**src/rtl/ppu_pkg.sv**
```systemverilog
// Shared types, codes and constants of the palette pixel unpacker.
`default_nettype none
package ppu_pkg;

  localparam int unsigned PALETTE_DEPTH_DEF  = 256;
  localparam int unsigned MAX_INDEX_BITS_DEF = 16;

  localparam int unsigned CFG_IDX_W  = 2;
  localparam int unsigned CFG_DATA_W = 24;
  localparam int unsigned BPP_W      = 5;
  localparam int unsigned COUNT_W    = 9;
  localparam int unsigned FRAME_W    = 24;
  localparam int unsigned COMP_W     = 8;
  localparam int unsigned BIT_IDX_W  = 3;
  localparam int unsigned PEND_W     = 5;
  localparam int unsigned EXT_W      = 17;

  localparam logic [BPP_W-1:0]  BPP_RESET   = 5'd8;
  localparam logic [PEND_W-1:0] PEND_MAX    = 5'd31;
  localparam logic [COMP_W-1:0] ALPHA_OPAQUE = 8'd255;

  localparam logic [CFG_IDX_W-1:0] CFG_BPP   = 2'd0;
  localparam logic [CFG_IDX_W-1:0] CFG_COUNT = 2'd1;
  localparam logic [CFG_IDX_W-1:0] CFG_FRAME = 2'd2;

  localparam logic REQ_PALETTE = 1'b0;
  localparam logic REQ_DATA    = 1'b1;

  typedef enum logic {
    S_IDLE,
    S_BITS
  } ppu_state_e;

  typedef struct packed {
    logic                 wr_pal;
    logic                 load_byte;
    logic                 step;
    logic [BIT_IDX_W-1:0] bit_idx;
  } ppu_cmd_t;

  typedef struct packed {
    logic frame_done;
    logic out_free;
  } ppu_stat_t;

endpackage
`default_nettype wire

```
**src/rtl/ppu_ctrl.sv**
```systemverilog
// Controller: input handshake and per-bit sequencing of a data byte.
`default_nettype none
module ppu_ctrl (
  input  wire logic              clk_i,
  input  wire logic              rst_ni,
  input  wire logic              in_valid_i,
  output logic                   in_stall_o,
  input  wire logic              req_type_i,
  input  wire ppu_pkg::ppu_stat_t stat_i,
  output ppu_pkg::ppu_cmd_t      cmd_o
);
  import ppu_pkg::*;

  ppu_state_e           state_q, state_d;
  logic [BIT_IDX_W-1:0] bit_q, bit_d;
  logic                 accept;

  always_ff @(posedge clk_i or negedge rst_ni) begin
    if (!rst_ni) begin
      state_q <= S_IDLE;
      bit_q   <= '0;
    end else begin
      state_q <= state_d;
      bit_q   <= bit_d;
    end
  end

  assign in_stall_o = (state_q != S_IDLE);
  assign accept     = in_valid_i && !in_stall_o;

  always_comb begin
    state_d           = state_q;
    bit_d             = bit_q;
    cmd_o.wr_pal      = 1'b0;
    cmd_o.load_byte   = 1'b0;
    cmd_o.step        = 1'b0;
    cmd_o.bit_idx     = bit_q;
    unique case (state_q)
      S_IDLE: begin
        if (accept) begin
          if (req_type_i == REQ_DATA) begin
            cmd_o.load_byte = 1'b1;
            bit_d           = '1;
            state_d         = S_BITS;
          end else begin
            cmd_o.wr_pal = 1'b1;
          end
        end
      end
      S_BITS: begin
        if (stat_i.frame_done) begin
          state_d = S_IDLE;
        end else if (stat_i.out_free) begin
          cmd_o.step = 1'b1;
          if (bit_q == '0) begin
            state_d = S_IDLE;
          end else begin
            bit_d = bit_q - 1'b1;
          end
        end
      end
      default: state_d = S_IDLE;
    endcase
  end

endmodule
`default_nettype wire

```
**config.mk**
```make
export PLATFORM = sky130hd
export DESIGN_NAME = ppu_ctrl
export DESIGN_NICKNAME = d
export VERILOG_FILES = /design/src/rtl/ppu_pkg.sv /design/src/rtl/ppu_ctrl.sv
export SDC_FILE = /design/constraint.sdc
export NUM_CORES = 1
export LEC_CHECK = 0
export BUFFER_PORTS_ARGS = -buffer_cell sky130_fd_sc_hd__buf_2
export CORE_AREA = 2 2 39 41
export DETAILED_ROUTE_END_ITERATION = 16
export DIE_AREA = 0 0 41 43
export GPL_TIMING_DRIVEN = 1
export PLACE_DENSITY_LB_ADDON = 0.15
export SLEW_MARGIN = 25
export SYNTH_ARGS = -nofsm -noshare
export SYNTH_HDL_FRONTEND = slang
export SYNTH_SLANG_ARGS = --single-unit
export TNS_END_PERCENT = 1
```
**constraint.sdc**
```tcl
create_clock -name clk_i -period 1.8 [get_ports clk_i]
set_clock_uncertainty 0.15 [all_clocks]
set_input_delay 0.54 -clock clk_i [delete_from_list [all_inputs] [get_ports clk_i]]
set_output_delay 0.54 -clock clk_i [all_outputs]
set_load 0.03 [all_outputs]
```
==> results of run 1 <==
[stage by stage]
step | instance area [um^2] | total power, mW | setup slack, ns
floorplan | 282 | 0.373 | 0.0823
global placement | 369 | 0.457 | 0.0510
detailed placement | 369 | 0.462 | 0.0248
CTS | 405 | 0.580 | 0.0158
global route | 419 | 0.623 | 0.00693
finish | 419 | 0.577 | 0.0478
[Yosys cell counts]
master,instances,share of area (%)
nand2b_1,1,2.3
dfrtp_1,4,36
inv_1,4,5.4
o21ba_4,1,5.9
and2_1,1,2.3
a21oi_1,2,3.6
and3b_2,1,3.6
nor3b_1,2,5.4
and4b_1,1,3.6
o31ai_2,1,4.5
o21ai_0,2,3.6
ha_1,2,9.0
a211oi_2,1,4.5
nor2b_1,2,4.5
o21a_1,1,2.7
nand3b_1,1,2.7
[layout make-up]
class	count	share of cell area [%]
Inverter	4	3.58
Multi-Input combinational cell	19	39.7
Clock buffer	3	5.37
Sequential cell	4	24.2
Tap cell	16	4.78
Timing Repair Buffer	15	22.4
[logic make-up (layout without fill, tap and decap cells)]
group / Yosys count / after routing / share of synthesized area (%)
fa+ha+maj: 2 / 2 / 9.05
flops: 4 / 4 / 36.2
buf+inv: 4 / 22 / 5.43
compound gates: 8 / 8 / 24.9
simple gates: 9 / 9 / 24.4
[how the worst max path moves through the flow]
stage / from / cells past startpoint / endpoint / slack, ns
2_1_floorplan: in_stall_o / 1 / cmd_o[5] / 0.08
3_3_place_gp: stat_i[1] / 4 / cmd_o[3] / 0.05
6_report: stat_i[1] / 4 / cmd_o[3] / 0.05
4_1_cts: in_stall_o / 2 / cmd_o[4] / 0.02
5_1_grt: stat_i[1] / 4 / cmd_o[3] / 0.007
3_5_place_dp: stat_i[1] / 4 / cmd_o[3] / 0.02
[registers in the layout, indices dropped and copies added, names as in the netlist]
signal	count
bit_q	3
in_stall_o	1
[cells in the final DEF (no fill, tap or decap)]
cell,instances
inv_1,4
nor3b_2,1
nor2b_1,2
a211oi_2,1
and2_1,1
and4b_1,1
o21ai_0,2
dfrtp_2,1
nor3b_1,1
and3b_2,1
ha_1,2
nand3b_1,1
o21ba_4,1
a21oi_1,2
buf_2,10
nand2b_1,1
o31ai_2,1
clkbuf_4,4
buf_6,1
buf_4,2
o21a_1,1
dfrtp_1,3
dlygate4sd3_1,1
[routing by layer]
| layer | GRT usage (%) | wire length [um] |
|---|---|---|
| met5 | 0 | 0 |
| met4 | 4.00 | 0 |
| met3 | 5.24 | 43 |
| met2 | 10.9 | 288 |
| met1 | 10.4 | 283 |
[power by group through the flow]
stage	Sequential [mW]	Combinational [mW]	Clock, mW
global route	0.178	0.329	0.117
global placement	0.173	0.284	0
CTS	0.173	0.292	0.115
floorplan	0.240	0.133	0
finish	0.170	0.299	0.108
detailed placement	0.172	0.290	0
[what timing repair did]
action / CTS / global route
resized for setup: 2 / 2
hold buffers: 1 / 0
setup endpoints to repair: 1 / 2
hold endpoints to repair: 4 / 0
buffers inserted: 0 / 1
==> flow_summary.toml, run 1 <==
[critical_path]
cp_max_fo = 3
path_cells = "buf_2, nand3b_1, inv_1, clkbuf_4"
end_kind = "primary output"
startpoint_type = "input pin"
crit_type = "input pin to primary output"
r2r_slack_ns = 0.30
crit_family = "buffers and inverters"
required_ns = 1.11
ff2ff_path_depth = 5
worstReg2RegEnd = "bit_q[0]"
crit_buf_inv = 3
cp.arrival_ns = 1.06
slowest_stage = "clkbuf_4"
slowest_delay_ns = 0.18
r2r-start = "bit_q[0]"

[timing]
slew_violations = 0
worstMarginPinSlew_ns = 0.257
whs_ns = 0.363
min_period_over_period_pct = 97.3
tns_ns = 0
post-route-min-period_ns = 1.75
timing_hold_violations_final = 0
max_slew_margin_pct = 82.8
finalSetupViolations = 0
timing.fmax_ghz = 0.571
rsz0062_at_grt = "false"

[cts]
clk_path_buf_depth = 2
numCtsBuffers = 3
cts.clk_slew.worst_paths_ns = 0.04
cts_root_buffer = "clkbuf_4"
h-tree-depth = 1
clock_latency_ns = 0.23
cts_tree = "done"
cts.sinks = 4

[power]
peakVddDrop_uv = 563
p_switching_mw = 0.256
power.share.clock_pct = 18.7
p_seq_share_pct = 29.4
swShare_pct = 44.3
p_comb_share_pct = 51.9
internal_power_mw = 0.321
leakage_nw = 0.216
power-per-cell-area_mw_per_mm2 = 1380

[outcome]
status = "finished, final reports clean"

[grt]
antenna_found_initial = 0
grt_max_degree = 8
grt_pass1_wl_um = 938
gr-total-overflow = 0
grt_pass1_vias = 237
grt_use_total_pct = 8.36

[min_path]
hold_start = "bit_q[0]"
min_path_type = "flip-flop to flip-flop"
whs_path_depth = 1
hold_path_end = "bit_q[0]"

[floorplan]
rows = 14
core_mm2 = 0.00138
ios = 13
die_h_um = 43
start_util_pct = 20.0
die_w_um = 41
die-area_mm2 = 0.00176

[finish]
fin_nets = 55
fin_cells = 61
area.growth.synth_to_final_pct = 51.6
final_util_pct = 30.3
n_antenna_cell = 0
n_fill_cell = 156
regArea_um2 = 101
drive_above_1_share_pct = 51.1
multi_input_area_um2 = 166

[logic_synthesis]
netlist_instances = 27
yosys_warnings = 0
syn_nets = 35
syn_avg_cell_area_um2 = 10.2
synth_cell_types = 16
syn_area_um2 = 277
yosysSeqAreaShare_pct = 36.2
synth-seq-cells = 4

[route]
drc = 0
wire_per_inst_um = 10.1
ant_nets = 0
num_vias = 255
avgViaCountPerCell = 4.18
drtPass1Iterations = 1
routed_wl_um = 615
drt-initial-drc-count = 0

[placement]
dp_hpwl_um = 498
gp_congestion = 0.655
port_buffers = 12
numPlacedInstances = 56

[flow_run]
drv.max_cap_violation_count = 0
(Power assumes the default switching activity.)
==> inputs of run 2 (changes only) <==
- CTS_BUF_LIST: unset -> sky130_fd_sc_hd__clkbuf_8
==> flow_summary.toml, run 2 (synthesis results as in run 1) <==
[outcome]
status = "finished, final reports clean"

[critical_path]
end_kind = "primary output"
crit_type = "input pin to primary output"
cp.arrival_ns = 1.06
startpoint_type = "input pin"
cp_max_fo = 3
required_ns = 1.11

[floorplan]
die_w_um = 41
core_mm2 = 0.00138
ios = 13
start_util_pct = 20.0
die-area_mm2 = 0.00176
die_h_um = 43
rows = 14

[grt]
grt_max_degree = 8
gr-total-overflow = 0
antenna_found_initial = 0
grt_pass1_vias = 234
grt_pass1_wl_um = 938
grt_use_total_pct = 8.46

[finish]
fin_nets = 54
mostFrequentLayoutCells = "10 x buf_2, 4 x inv_1, 3 x dfrtp_1, 3 x clkbuf_8"
n_antenna_cell = 0
n_fill_cell = 153
final_common_cell = "buf_2"
drive_above_1_share_pct = 50.0
largest-register = "bit_q"
area.growth.synth_to_final_pct = 54.3
largest_register_ff_count = 3

[cts]
numCtsBuffers = 3
cts.clk_slew.worst_paths_ns = 0.03
clock_latency_ns = 0.21
cts_tree = "done"
cts_root_buffer = "clkbuf_8"
cts.sinks = 4
clk_path_buf_depth = 2
cts_setup_buffers = 0
h-tree-depth = 1

[power]
power-per-cell-area_mw_per_mm2 = 1510
peakVddDrop_uv = 577
leakage_nw = 0.218
p_total_mw = 0.642

[timing]
tns_ns = 0
min_period_over_period_pct = 97.5
post-route-min-period_ns = 1.75
finalSetupViolations = 0
timing.fmax_ghz = 0.570
max_slew_margin_pct = 82.8
timing_hold_violations_final = 0
rsz0062_at_grt = "false"
slew_violations = 0
worstMarginPinSlew_ns = 0.258

[placement]
dp_hpwl_um = 498
gp_congestion = 0.655
port_buffers = 12

[route]
num_vias = 248
drc = 0
wire_per_inst_um = 9.95
drtPass1Iterations = 3
drt-initial-drc-count = 3
ant_nets = 0
routed_wl_um = 597
avgViaCountPerCell = 4.13

[min_path]
min_path_type = "flip-flop to flip-flop"

[flow_run]
drv.max_cap_violation_count = 0
## run 2: cell count changes in the layout (fill, tap and decap cells not counted), sizes merged
cell | before | now
buf | 13 | 12
## run 2: metal layers
metal | vias to the layer above | global-route usage (%) | wire length, um
met5 | - | 0 | 0
met3 | 0 | 6.81 | 50
li1 | 129 | - | -
met1 | 111 | 10.7 | 269
met4 | 0 | 2.00 | 0
met2 | 8 | 10.9 | 277
## run 2: timing repair
action | CTS | global route
hold buffers | 1 | 0
endpoints found under the setup margin | 1 | 2
resized for setup | 1 | 2
endpoints found under the hold margin | 4 | 0
## run 2: area by class of cell
type / count / area [um^2] / area share (%)
clock buffer: 3 / 41.3 / 9.68
sequential: 4 / 101 / 23.8
multi-input combinational: 19 / 166 / 39.0
timing repair buffer: 14 / 82.6 / 19.4
tap: 16 / 20.0 / 4.69
inverter: 4 / 15.0 / 3.52
## run 2: final timing paths
kind                            from         end  slack, ns  cells after the start
max                        stat_i[1]    cmd_o[3]       0.05                      4
min                         bit_q[0]    bit_q[0]       0.36                      1
max reg2reg                 bit_q[0]    bit_q[0]       0.31                      5
min reg2reg                 bit_q[0]    bit_q[0]       0.36                      1
max in group asynchronous     rst_ni  in_stall_o       0.86                      2
min in group asynchronous     rst_ni    bit_q[1]       0.51                      2
## run 2: worst max-delay path: stages
cell and delay, ns:
buf_2 0.11, nand3b_1 0.17, inv_1 0.07, clkbuf_4 0.18
## run 2: metrics by stage
step                      instance area (um^2)  hold WS (ns)  setup slack (ns)  cells  utilization [%]
after floorplan                            282        0.0944            0.0823     27                -
after global placement                     369         0.196            0.0510     56             26.7
after detailed placement                   369         0.199            0.0248     56             26.7
after CTS                                  423         0.371            0.0244     60             30.6
after global routing                       427         0.394           0.00653     60             30.8
final                                      427         0.362            0.0459     60             30.8
## run 2: power by group
| part | internal (mW) | switching, mW |
|---|---|---|
| logic | 0.109 | 0.179 |
| registers | 0.130 | 0.0424 |
| clock network | 0.142 | 0.0402 |
